## src/hw/rtl/ssm_pkg.sv

```systemverilog
// Shared types and constants for the sorted stream merge block.
`timescale 1ns / 1ps

package ssm_pkg;

    localparam int QUEUE_DEPTH = 32;
    localparam int PTR_W       = $clog2(QUEUE_DEPTH);
    localparam int CNT_W       = $clog2(QUEUE_DEPTH + 1);
    localparam int SUM_W       = PTR_W + 1;
    localparam int DATA_W      = 32;

    typedef enum logic [1:0] {
        OP_PUSH      = 2'd0,
        OP_PUSH_LAST = 2'd1,
        OP_END       = 2'd2
    } op_t;

    typedef enum logic [1:0] {
        ST_ELEM  = 2'd0,
        ST_DROP  = 2'd1,
        ST_EMPTY = 2'd2
    } status_t;

    typedef struct packed {
        logic              kind;
        op_t               op;
        logic [DATA_W-1:0] value;
    } cmd_t;

    typedef struct packed {
        logic [DATA_W-1:0] value;
        logic              source;
        status_t           status;
        logic              merge_end;
        logic              run_last;
    } res_t;

endpackage

```

## src/hw/rtl/ssm_ram.sv

```systemverilog
// Generic single-write, single-read RAM with registered read data.
`timescale 1ns / 1ps

module ssm_ram #(
    parameter int WIDTH = 32,
    parameter int DEPTH = 32
) (
    input  logic                     clk,
    input  logic                     we,
    input  logic [$clog2(DEPTH)-1:0] waddr,
    input  logic [WIDTH-1:0]         wdata,
    input  logic                     re,
    input  logic [$clog2(DEPTH)-1:0] raddr,
    output logic [WIDTH-1:0]         rdata
);

    logic [WIDTH-1:0] mem [DEPTH];
    logic [WIDTH-1:0] rdata_reg;

    always_ff @(posedge clk)
    begin
        if (we)
        begin
            mem[waddr] <= wdata;
        end
        if (re)
        begin
            rdata_reg <= mem[raddr];
        end
    end

    assign rdata = rdata_reg;

endmodule

```

## src/hw/rtl/ssm_front.sv

```systemverilog
// Input stage: registers a request and classifies it into a merge command.
`timescale 1ns / 1ps

module ssm_front
    import ssm_pkg::*;
(
    input  logic              clk,
    input  logic              rst_n,
    input  logic              in_valid,
    output logic              in_ready,
    input  logic              kind,
    input  logic [DATA_W-1:0] value,
    input  logic              is_last,
    input  logic              list_empty,
    output logic              cmd_valid,
    input  logic              cmd_ready,
    output cmd_t              cmd
);

    logic hold_valid_reg;
    logic hold_valid_next;
    cmd_t hold_cmd_reg;
    cmd_t hold_cmd_next;
    logic take;

    assign in_ready = !hold_valid_reg || cmd_ready;
    assign take     = in_valid && in_ready;

    always_comb
    begin
        hold_valid_next = hold_valid_reg;
        hold_cmd_next   = hold_cmd_reg;
        if (hold_valid_reg && cmd_ready)
        begin
            hold_valid_next = 1'b0;
        end
        if (take)
        begin
            hold_valid_next     = 1'b1;
            hold_cmd_next.kind  = kind;
            hold_cmd_next.value = value;
            if (list_empty)
            begin
                hold_cmd_next.op = OP_END;
            end
            else if (is_last)
            begin
                hold_cmd_next.op = OP_PUSH_LAST;
            end
            else
            begin
                hold_cmd_next.op = OP_PUSH;
            end
        end
    end

    always_ff @(posedge clk or negedge rst_n)
    begin
        if (!rst_n)
        begin
            hold_valid_reg <= 1'b0;
        end
        else
        begin
            hold_valid_reg <= hold_valid_next;
        end
    end

    always_ff @(posedge clk)
    begin
        hold_cmd_reg <= hold_cmd_next;
    end

    assign cmd_valid = hold_valid_reg;
    assign cmd       = hold_cmd_reg;

endmodule

```

## src/hw/rtl/ssm_cmd_fifo.sv

```systemverilog
// Two-entry command queue between the input stage and the merge engine.
`timescale 1ns / 1ps

module ssm_cmd_fifo
    import ssm_pkg::*;
(
    input  logic clk,
    input  logic rst_n,
    input  logic push_valid,
    output logic push_ready,
    input  cmd_t push_cmd,
    output logic pop_valid,
    input  logic pop_ready,
    output cmd_t pop_cmd
);

    cmd_t       slot_reg [2];
    logic       wr_ptr_reg;
    logic       wr_ptr_next;
    logic       rd_ptr_reg;
    logic       rd_ptr_next;
    logic [1:0] fill_reg;
    logic [1:0] fill_next;
    logic       do_push;
    logic       do_pop;

    assign push_ready = (fill_reg != 2'd2);
    assign pop_valid  = (fill_reg != 2'd0);
    assign pop_cmd    = slot_reg[rd_ptr_reg];
    assign do_push    = push_valid && push_ready;
    assign do_pop     = pop_valid && pop_ready;

    always_comb
    begin
        wr_ptr_next = wr_ptr_reg ^ do_push;
        rd_ptr_next = rd_ptr_reg ^ do_pop;
        fill_next   = fill_reg + 2'(do_push) - 2'(do_pop);
    end

    always_ff @(posedge clk or negedge rst_n)
    begin
        if (!rst_n)
        begin
            wr_ptr_reg <= 1'b0;
            rd_ptr_reg <= 1'b0;
            fill_reg   <= 2'd0;
        end
        else
        begin
            wr_ptr_reg <= wr_ptr_next;
            rd_ptr_reg <= rd_ptr_next;
            fill_reg   <= fill_next;
        end
    end

    always_ff @(posedge clk)
    begin
        if (do_push)
        begin
            slot_reg[wr_ptr_reg] <= push_cmd;
        end
    end

endmodule

```

## src/hw/rtl/ssm_back.sv

```systemverilog
// Merge engine: per-list queues, head compare, pop sequencing and result register.
`timescale 1ns / 1ps

module ssm_back
    import ssm_pkg::*;
(
    input  logic clk,
    input  logic rst_n,
    input  logic cmd_valid,
    output logic cmd_ready,
    input  cmd_t cmd,
    output logic out_valid,
    input  logic out_ready,
    output res_t res
);

    typedef enum logic [2:0] {
        S_IDLE   = 3'b001,
        S_READ   = 3'b010,
        S_DECIDE = 3'b100
    } state_t;

    state_t            state_reg;
    state_t            state_next;
    logic [CNT_W-1:0]  cnt_a_reg;
    logic [CNT_W-1:0]  cnt_a_next;
    logic [CNT_W-1:0]  cnt_b_reg;
    logic [CNT_W-1:0]  cnt_b_next;
    logic [PTR_W-1:0]  head_a_reg;
    logic [PTR_W-1:0]  head_a_next;
    logic [PTR_W-1:0]  head_b_reg;
    logic [PTR_W-1:0]  head_b_next;
    logic              ended_a_reg;
    logic              ended_a_next;
    logic              ended_b_reg;
    logic              ended_b_next;
    logic              pend_valid_reg;
    logic              pend_valid_next;
    logic [DATA_W-1:0] pend_value_reg;
    logic [DATA_W-1:0] pend_value_next;
    logic              pend_src_reg;
    logic              pend_src_next;
    logic              out_valid_reg;
    logic              out_valid_next;
    res_t              res_reg;
    res_t              res_next;

    logic              out_free;
    logic              sel_ended;
    logic [CNT_W-1:0]  sel_cnt;
    logic [PTR_W-1:0]  sel_head;
    logic              drop;
    logic [SUM_W-1:0]  wsum;
    logic [PTR_W-1:0]  waddr;
    logic              we_a;
    logic              we_b;
    logic              re;
    logic [DATA_W-1:0] rdata_a;
    logic [DATA_W-1:0] rdata_b;
    logic              pick_any;
    logic              pick;
    logic              done;

    ssm_ram #(.WIDTH(DATA_W), .DEPTH(QUEUE_DEPTH)) u_ram_a (
        .clk   (clk),
        .we    (we_a),
        .waddr (waddr),
        .wdata (cmd.value),
        .re    (re),
        .raddr (head_a_reg),
        .rdata (rdata_a)
    );

    ssm_ram #(.WIDTH(DATA_W), .DEPTH(QUEUE_DEPTH)) u_ram_b (
        .clk   (clk),
        .we    (we_b),
        .waddr (waddr),
        .wdata (cmd.value),
        .re    (re),
        .raddr (head_b_reg),
        .rdata (rdata_b)
    );

    assign out_free  = !out_valid_reg || out_ready;
    assign sel_ended = cmd.kind ? ended_b_reg : ended_a_reg;
    assign sel_cnt   = cmd.kind ? cnt_b_reg : cnt_a_reg;
    assign sel_head  = cmd.kind ? head_b_reg : head_a_reg;
    assign drop      = sel_ended ||
                       ((cmd.op != OP_END) && (sel_cnt >= CNT_W'(QUEUE_DEPTH)));

    always_comb
    begin
        wsum = SUM_W'(sel_head) + SUM_W'(sel_cnt);
        if (wsum >= SUM_W'(QUEUE_DEPTH))
        begin
            wsum = wsum - SUM_W'(QUEUE_DEPTH);
        end
    end

    assign waddr = wsum[PTR_W-1:0];
    assign re    = (state_reg == S_READ);

    // Choose the next element to release, if any is decided.
    always_comb
    begin
        pick_any = 1'b0;
        pick     = 1'b0;
        if ((cnt_a_reg != '0) && (cnt_b_reg != '0))
        begin
            pick_any = 1'b1;
            pick     = !($signed(rdata_a) <= $signed(rdata_b));
        end
        else if ((cnt_a_reg != '0) && ended_b_reg &&
                 (ended_a_reg || (cnt_a_reg > CNT_W'(1))))
        begin
            pick_any = 1'b1;
            pick     = 1'b0;
        end
        else if ((cnt_b_reg != '0) && ended_a_reg &&
                 (ended_b_reg || (cnt_b_reg > CNT_W'(1))))
        begin
            pick_any = 1'b1;
            pick     = 1'b1;
        end
    end

    assign done = ended_a_reg && ended_b_reg && (cnt_a_reg == '0) && (cnt_b_reg == '0);

    always_comb
    begin
        state_next      = state_reg;
        cnt_a_next      = cnt_a_reg;
        cnt_b_next      = cnt_b_reg;
        head_a_next     = head_a_reg;
        head_b_next     = head_b_reg;
        ended_a_next    = ended_a_reg;
        ended_b_next    = ended_b_reg;
        pend_valid_next = pend_valid_reg;
        pend_value_next = pend_value_reg;
        pend_src_next   = pend_src_reg;
        out_valid_next  = out_valid_reg && !out_ready;
        res_next        = res_reg;
        cmd_ready       = 1'b0;
        we_a            = 1'b0;
        we_b            = 1'b0;

        case (state_reg)
            S_IDLE:
            begin
                if (cmd_valid)
                begin
                    if (drop)
                    begin
                        if (out_free)
                        begin
                            cmd_ready          = 1'b1;
                            out_valid_next     = 1'b1;
                            res_next.value     = '0;
                            res_next.source    = cmd.kind;
                            res_next.status    = ST_DROP;
                            res_next.merge_end = 1'b0;
                            res_next.run_last  = 1'b1;
                        end
                    end
                    else
                    begin
                        cmd_ready  = 1'b1;
                        state_next = S_READ;
                        if (cmd.kind)
                        begin
                            if (cmd.op != OP_END)
                            begin
                                we_b       = 1'b1;
                                cnt_b_next = cnt_b_reg + CNT_W'(1);
                            end
                            if (cmd.op != OP_PUSH)
                            begin
                                ended_b_next = 1'b1;
                            end
                        end
                        else
                        begin
                            if (cmd.op != OP_END)
                            begin
                                we_a       = 1'b1;
                                cnt_a_next = cnt_a_reg + CNT_W'(1);
                            end
                            if (cmd.op != OP_PUSH)
                            begin
                                ended_a_next = 1'b1;
                            end
                        end
                    end
                end
            end
            S_READ:
            begin
                state_next = S_DECIDE;
            end
            S_DECIDE:
            begin
                if (pick_any)
                begin
                    if (!pend_valid_reg || out_free)
                    begin
                        if (pend_valid_reg)
                        begin
                            out_valid_next     = 1'b1;
                            res_next.value     = pend_value_reg;
                            res_next.source    = pend_src_reg;
                            res_next.status    = ST_ELEM;
                            res_next.merge_end = 1'b0;
                            res_next.run_last  = 1'b0;
                        end
                        pend_valid_next = 1'b1;
                        pend_src_next   = pick;
                        if (pick)
                        begin
                            pend_value_next = rdata_b;
                            cnt_b_next      = cnt_b_reg - CNT_W'(1);
                            head_b_next     = (head_b_reg == PTR_W'(QUEUE_DEPTH - 1)) ?
                                              '0 : head_b_reg + PTR_W'(1);
                        end
                        else
                        begin
                            pend_value_next = rdata_a;
                            cnt_a_next      = cnt_a_reg - CNT_W'(1);
                            head_a_next     = (head_a_reg == PTR_W'(QUEUE_DEPTH - 1)) ?
                                              '0 : head_a_reg + PTR_W'(1);
                        end
                        state_next = S_READ;
                    end
                end
                else if (pend_valid_reg || done)
                begin
                    if (out_free)
                    begin
                        out_valid_next     = 1'b1;
                        res_next.merge_end = done;
                        res_next.run_last  = 1'b1;
                        if (pend_valid_reg)
                        begin
                            res_next.value  = pend_value_reg;
                            res_next.source = pend_src_reg;
                            res_next.status = ST_ELEM;
                        end
                        else
                        begin
                            res_next.value  = '0;
                            res_next.source = 1'b0;
                            res_next.status = ST_EMPTY;
                        end
                        pend_valid_next = 1'b0;
                        if (done)
                        begin
                            ended_a_next = 1'b0;
                            ended_b_next = 1'b0;
                            head_a_next  = '0;
                            head_b_next  = '0;
                        end
                        state_next = S_IDLE;
                    end
                end
                else
                begin
                    state_next = S_IDLE;
                end
            end
            default:
            begin
                state_next = S_IDLE;
            end
        endcase
    end

    always_ff @(posedge clk or negedge rst_n)
    begin
        if (!rst_n)
        begin
            state_reg      <= S_IDLE;
            cnt_a_reg      <= '0;
            cnt_b_reg      <= '0;
            head_a_reg     <= '0;
            head_b_reg     <= '0;
            ended_a_reg    <= 1'b0;
            ended_b_reg    <= 1'b0;
            pend_valid_reg <= 1'b0;
            out_valid_reg  <= 1'b0;
        end
        else
        begin
            state_reg      <= state_next;
            cnt_a_reg      <= cnt_a_next;
            cnt_b_reg      <= cnt_b_next;
            head_a_reg     <= head_a_next;
            head_b_reg     <= head_b_next;
            ended_a_reg    <= ended_a_next;
            ended_b_reg    <= ended_b_next;
            pend_valid_reg <= pend_valid_next;
            out_valid_reg  <= out_valid_next;
        end
    end

    always_ff @(posedge clk)
    begin
        pend_value_reg <= pend_value_next;
        pend_src_reg   <= pend_src_next;
        res_reg        <= res_next;
    end

    assign out_valid = out_valid_reg;
    assign res       = res_reg;

endmodule

```

## src/hw/rtl/sorted_stream_merge.sv

```systemverilog
// Top level of the two-list sorted stream merge.
//
// Input channel (in_valid/in_ready): one request per element of list A
// (kind 0) or list B (kind 1), with is_last on the final element or
// list_empty to end a list with no element. Output channel
// (out_valid/out_ready): merged elements in ascending order, drop reports
// and the empty-merge report, with merge_end and run_last flags.
// A request passes an input register and a two-entry command queue before
// the engine takes it. The engine writes a drop report into the result
// register as it takes the request; an empty-merge report follows a queue
// RAM read and a head compare. Each released element takes a queue RAM
// read, then a head compare and pop, and waits one decision in a holding
// register. The engine works on one request at a time. The newest element
// of a list not yet ended is held back while the other list holds no
// element, so that the last merged element can carry merge_end.
// Reset clears counts, pointers, end flags and all valid bits; queue RAM
// contents are not cleared. When the receiver stalls, the result register
// holds, the engine waits once it has another result to emit, and the
// command queue fills until in_ready drops.
`timescale 1ns / 1ps

module sorted_stream_merge
    import ssm_pkg::*;
(
    input  logic              clk,
    input  logic              rst_n,
    input  logic              in_valid,
    output logic              in_ready,
    input  logic              kind,
    input  logic [DATA_W-1:0] value,
    input  logic              is_last,
    input  logic              list_empty,
    output logic              out_valid,
    input  logic              out_ready,
    output logic [DATA_W-1:0] out_value,
    output logic              source,
    output logic [1:0]        status,
    output logic              merge_end,
    output logic              run_last
);

    logic front_valid;
    logic front_ready;
    cmd_t front_cmd;
    logic eng_valid;
    logic eng_ready;
    cmd_t eng_cmd;
    res_t res;

    ssm_front u_front (
        .clk        (clk),
        .rst_n      (rst_n),
        .in_valid   (in_valid),
        .in_ready   (in_ready),
        .kind       (kind),
        .value      (value),
        .is_last    (is_last),
        .list_empty (list_empty),
        .cmd_valid  (front_valid),
        .cmd_ready  (front_ready),
        .cmd        (front_cmd)
    );

    ssm_cmd_fifo u_cmd_fifo (
        .clk        (clk),
        .rst_n      (rst_n),
        .push_valid (front_valid),
        .push_ready (front_ready),
        .push_cmd   (front_cmd),
        .pop_valid  (eng_valid),
        .pop_ready  (eng_ready),
        .pop_cmd    (eng_cmd)
    );

    ssm_back u_back (
        .clk       (clk),
        .rst_n     (rst_n),
        .cmd_valid (eng_valid),
        .cmd_ready (eng_ready),
        .cmd       (eng_cmd),
        .out_valid (out_valid),
        .out_ready (out_ready),
        .res       (res)
    );

    assign out_value = res.value;
    assign source    = res.source;
    assign status    = res.status;
    assign merge_end = res.merge_end;
    assign run_last  = res.run_last;

endmodule

```

## config.mk

```make
export PLATFORM = sky130hd
export DESIGN_NAME = sorted_stream_merge
export DESIGN_NICKNAME = d
export VERILOG_FILES = /design/src/hw/rtl/ssm_pkg.sv /design/src/hw/rtl/ssm_ram.sv /design/src/hw/rtl/ssm_front.sv /design/src/hw/rtl/ssm_cmd_fifo.sv /design/src/hw/rtl/ssm_back.sv /design/src/hw/rtl/sorted_stream_merge.sv
export SDC_FILE = /design/constraint.sdc
export NUM_CORES = 2
export LEC_CHECK = 0
export ABC_AREA = 1
export BUFFER_PORTS_ARGS = -buffer_cell sky130_fd_sc_hd__buf_2
export CORE_ASPECT_RATIO = 0.5
export CORE_MARGIN = 5
export CORE_UTILIZATION = 30
export CTS_BUF_LIST = sky130_fd_sc_hd__clkbuf_16
export CTS_CLUSTER_DIAMETER = 80
export CTS_CLUSTER_SIZE = 14
export DETAILED_ROUTE_END_ITERATION = 8
export GPL_TIMING_DRIVEN = 0
export PLACE_DENSITY_LB_ADDON = 0.2
export SLEW_MARGIN = 20
export SYNTH_ARGS = -nofsm -noshare
export SYNTH_HDL_FRONTEND = slang
export SYNTH_SLANG_ARGS = --single-unit
```

## constraint.sdc

```tcl
create_clock -name clk -period 18.12 [get_ports clk]
set_input_delay 2.718 -clock clk [delete_from_list [all_inputs] [get_ports clk]]
set_output_delay 2.718 -clock clk [all_outputs]
set_load 0.05 [all_outputs]
```

==> impl_metrics.env <==
export IMPL_status="finished, final reports clean"
export IMPL_wl_per_cell_um=30.6
export IMPL_layout_drive_gt1_share_pct=8.19
export IMPL_fin_crit_sh_pct=32.1
export IMPL_post_cts_buffers=0
export IMPL_ys_flop_type="edfxtp_1"
export IMPL_synth_edf_count=2287
export IMPL_holdPathStages=0
export IMPL_dr_pass1_iters=6
export IMPL_fin_nets=7550
export IMPL_period_needed_ps=5820
export IMPL_ir_drop_uv=78.3
export IMPL_cts_tree="built"
export IMPL_slowest_stage="clkbuf_1"
export IMPL_ctsHoldBuffers=0
export IMPL_grt_pass1_vias=57600
export IMPL_clock_latency_ps=900
export IMPL_leakagePower_nw=34.6
export IMPL_fp_dieH_um=400
export IMPL_cts_resized=0
export IMPL_critical_path_arrival_ps=6390
export IMPL_ant_nets=0
export IMPL_synth_cells=7036
export IMPL_relSlewSlack_pct=13.4
export IMPL_rows=143
export IMPL_gp_congestion=0.915
export IMPL_htreeDepth=4
export IMPL_fin_tns_setup_ps=0
export IMPL_port_buffers=77
export IMPL_cp_start_kind="flop"
export IMPL_cts_made_buffers=192
export IMPL_drt_initial_drc_count=8935
export IMPL_die_x_um=791
export IMPL_synth_cell_types=47
export IMPL_cts_sinks=2321
export IMPL_overflow=0
export IMPL_start_util_pct=30.1
export IMPL_r2r_cells=17
export IMPL_final_hold_violation_count=0
export IMPL_clk_pin_slew_ps=70
export IMPL_drv_cap=0
export IMPL_finClkSkew_ps=58.1
export IMPL_rsz0062_at_grt="no"
export IMPL_tightest_slew_ps=1300
export IMPL_powerDensity_mw_per_mm2=121
export IMPL_ys_ff_latch=2321
export IMPL_syn_nets=7127
export IMPL_drc_errors=0
export IMPL_hold_slack_ps=439
export IMPL_cts_buffer_depth=4
export IMPL_syn_area_per_cell_sq_um=13.0
export IMPL_area_growth_pct=16.3
export IMPL_hpwl_mm=250
export IMPL_crit_path_end_kind="flop"
export IMPL_die_area_sq_mm=0.317
export IMPL_cts_root_buf="clkbuf_16"
export IMPL_ys_seq_area_share_pct=76.0
export IMPL_finalMaxSlewViolations=0
export IMPL_crit_type="flop to flop"
export IMPL_async_reset_ff_share_pct=1.46
export IMPL_core_area_sq_mm=0.304
export IMPL_fin_util_pct=35.0
export IMPL_vias=61900
export IMPL_fmax_mhz=172
export IMPL_vias_per_cell=5.35
export IMPL_finalSetupViolations=0
export IMPL_required_ps=18690
export IMPL_io_pins=78
export IMPL_wirelength_mm=354
export IMPL_grt_pass1_wl_mm=482
export IMPL_crit_chain="clkbuf_1, inv_1, buf_2, buf_1, clkbuf_1, o21ai_0, ha_1, inv_1, o21ai_0, a21oi_1, xor2_1, nand2_1, nor2_1, nand2_1, nor2_4, buf_16, buf_16"
export IMPL_crit_path_max_fanout=15
export IMPL_grt_max_degree=50
export IMPL_critPathMaxStageDelay_ps=960
export IMPL_antenna_found_initial=46
export IMPL_grt_usage_pct=21.6
export IMPL_min_path_type="flop to flop"
export IMPL_yosysWarnings=0
export IMPL_synth_area_sq_mm=0.0915
[synthesized netlist by cell type (2+ instances only)]
master / instances / share of area (%)
edfxtp_1: 2287 / 75
inv_2: 9 / 0.037
o21ai_0: 1249 / 6.8
or2_2: 2 / 0.014
nand2_2: 5 / 0.034
o22ai_1: 612 / 4.2
o31ai_1: 17 / 0.14
nor3_4: 2 / 0.036
nor2_2: 4 / 0.027
a21oi_1: 94 / 0.51
inv_1: 127 / 0.52
nand4_1: 12 / 0.082
xnor2_1: 8 / 0.077
a32o_1: 6 / 0.066
o21a_1: 3 / 0.025
nor4_1: 2 / 0.014
clkbuf_1: 408 / 1.7
ha_1: 51 / 0.70
nor3_1: 6 / 0.033
buf_1: 29 / 0.12
a31oi_1: 2 / 0.014
dfrtp_1: 33 / 0.90
nand3_1: 79 / 0.43
o21ai_1: 5 / 0.027
buf_4: 3 / 0.025
nor2_1: 1367 / 5.6
buf_2: 32 / 0.18
xor2_1: 19 / 0.18
nand2_1: 545 / 2.2
[worst paths after layout]
check	from	end	slack [ps]
max in group asynchronous	rst_n	u_back.state_reg[0]	15690
min in group asynchronous	rst_n	u_cmd_fifo.wr_ptr_reg	1830
max	u_back.head_a_reg[2]	u_back.u_ram_a.mem[11][23]	12300
min	u_front.cmd[5]	u_cmd_fifo.slot_reg[0][5]	440
min reg2reg	u_front.cmd[5]	u_cmd_fifo.slot_reg[0][5]	440
max reg2reg	u_back.head_a_reg[2]	u_back.u_ram_a.mem[11][23]	12300
[layout by cell type, fill, tap and decap left out, drive strengths merged, types with 2 or more instances in the layout]
cell,synthesis,final
a21oi,94,94
a31oi,2,2
a32o,6,6
buf,65,294
clkbuf,409,606
clkinv,1,2
dfrtp,33,33
diode,0,15
edfxtp,2287,2287
ha,51,51
inv,136,176
nand2,551,551
nand3,80,80
nand4,12,12
nor2,1372,1372
nor3,9,9
nor4,3,3
o21a,3,3
o21ai,1255,1255
o22ai,612,612
o31ai,17,17
or2,3,3
xnor2,8,8
xor2,19,19
[layer usage]
layer	routed length (um)	global-route usage, %	up-vias	share of wire (%)
met4	12000	6.28	14	3.4
met3	28700	3.30	474	8.1
met1	150000	30.3	31700	42
met5	88	0	-	0.025
li1	-	-	26700	-
met2	163000	34.8	2995	46
[cell families (layout without fill, tap and decap cells)]
kind of cell | after synthesis | after routing | synth area share (%)
AO/OA/AOI/OAI | 1994 | 1994 | 11.9
XOR/XNOR | 27 | 27 | 0.258
other | 0 | 15 | 0
AND/OR/NAND/NOR | 2031 | 2031 | 8.59
buffers and inverters | 611 | 1080 | 2.57
flip-flops | 2321 | 2321 | 76.0
adder cells (fa/ha/maj) | 52 | 52 | 0.719
[power breakdown]
part           total, mW  switching [mW]  internal, mW
Clock               3.85            1.92          1.94
Sequential          6.86          0.0330          6.83
Combinational       2.12            1.77         0.350
Total               12.8            3.72          9.11
[stage by stage]
| stage | power [mW] | std cells | cell area, sq um | setup WS, ps |
|---|---|---|---|---|
| 4_1_cts | 12.9 | 11600 | 106000 | 12440 |
| 2_1_floorplan | 7.71 | 7036 | 91500 | 12450 |
| 6_report | 12.8 | 11600 | 106000 | 12300 |
| 3_5_place_dp | 9.11 | 11300 | 101000 | 12520 |
| 3_3_place_gp | 8.97 | 11200 | 96900 | 9470 |
| 5_1_grt | 13.2 | 11600 | 106000 | 12180 |
[worst max-delay path, delay by kind of cell (launching register included)]
family | cells | cell delay [ps]
buffers and inverters | 8 | 2760
and+or+nand+nor | 4 | 1130
AOI/OAI and AO/OA | 3 | 500
DFF | 1 | 400
adders and majority gates | 1 | 380
xor gates and xnor gates | 1 | 260
[final cells by class]
type | instances | area (sq um)
inverter | 137 | 514
buffer | 474 | 1860
timing repair buffer | 229 | 3890
antenna | 15 | 37.5
multi-input combinational | 4104 | 20400
clock buffer | 197 | 4930
tap | 4060 | 5080
sequential | 2321 | 69500
clock inverter | 43 | 206
fill | 29600 | 197000
Note: power is estimated with default switching activity, not from simulation.
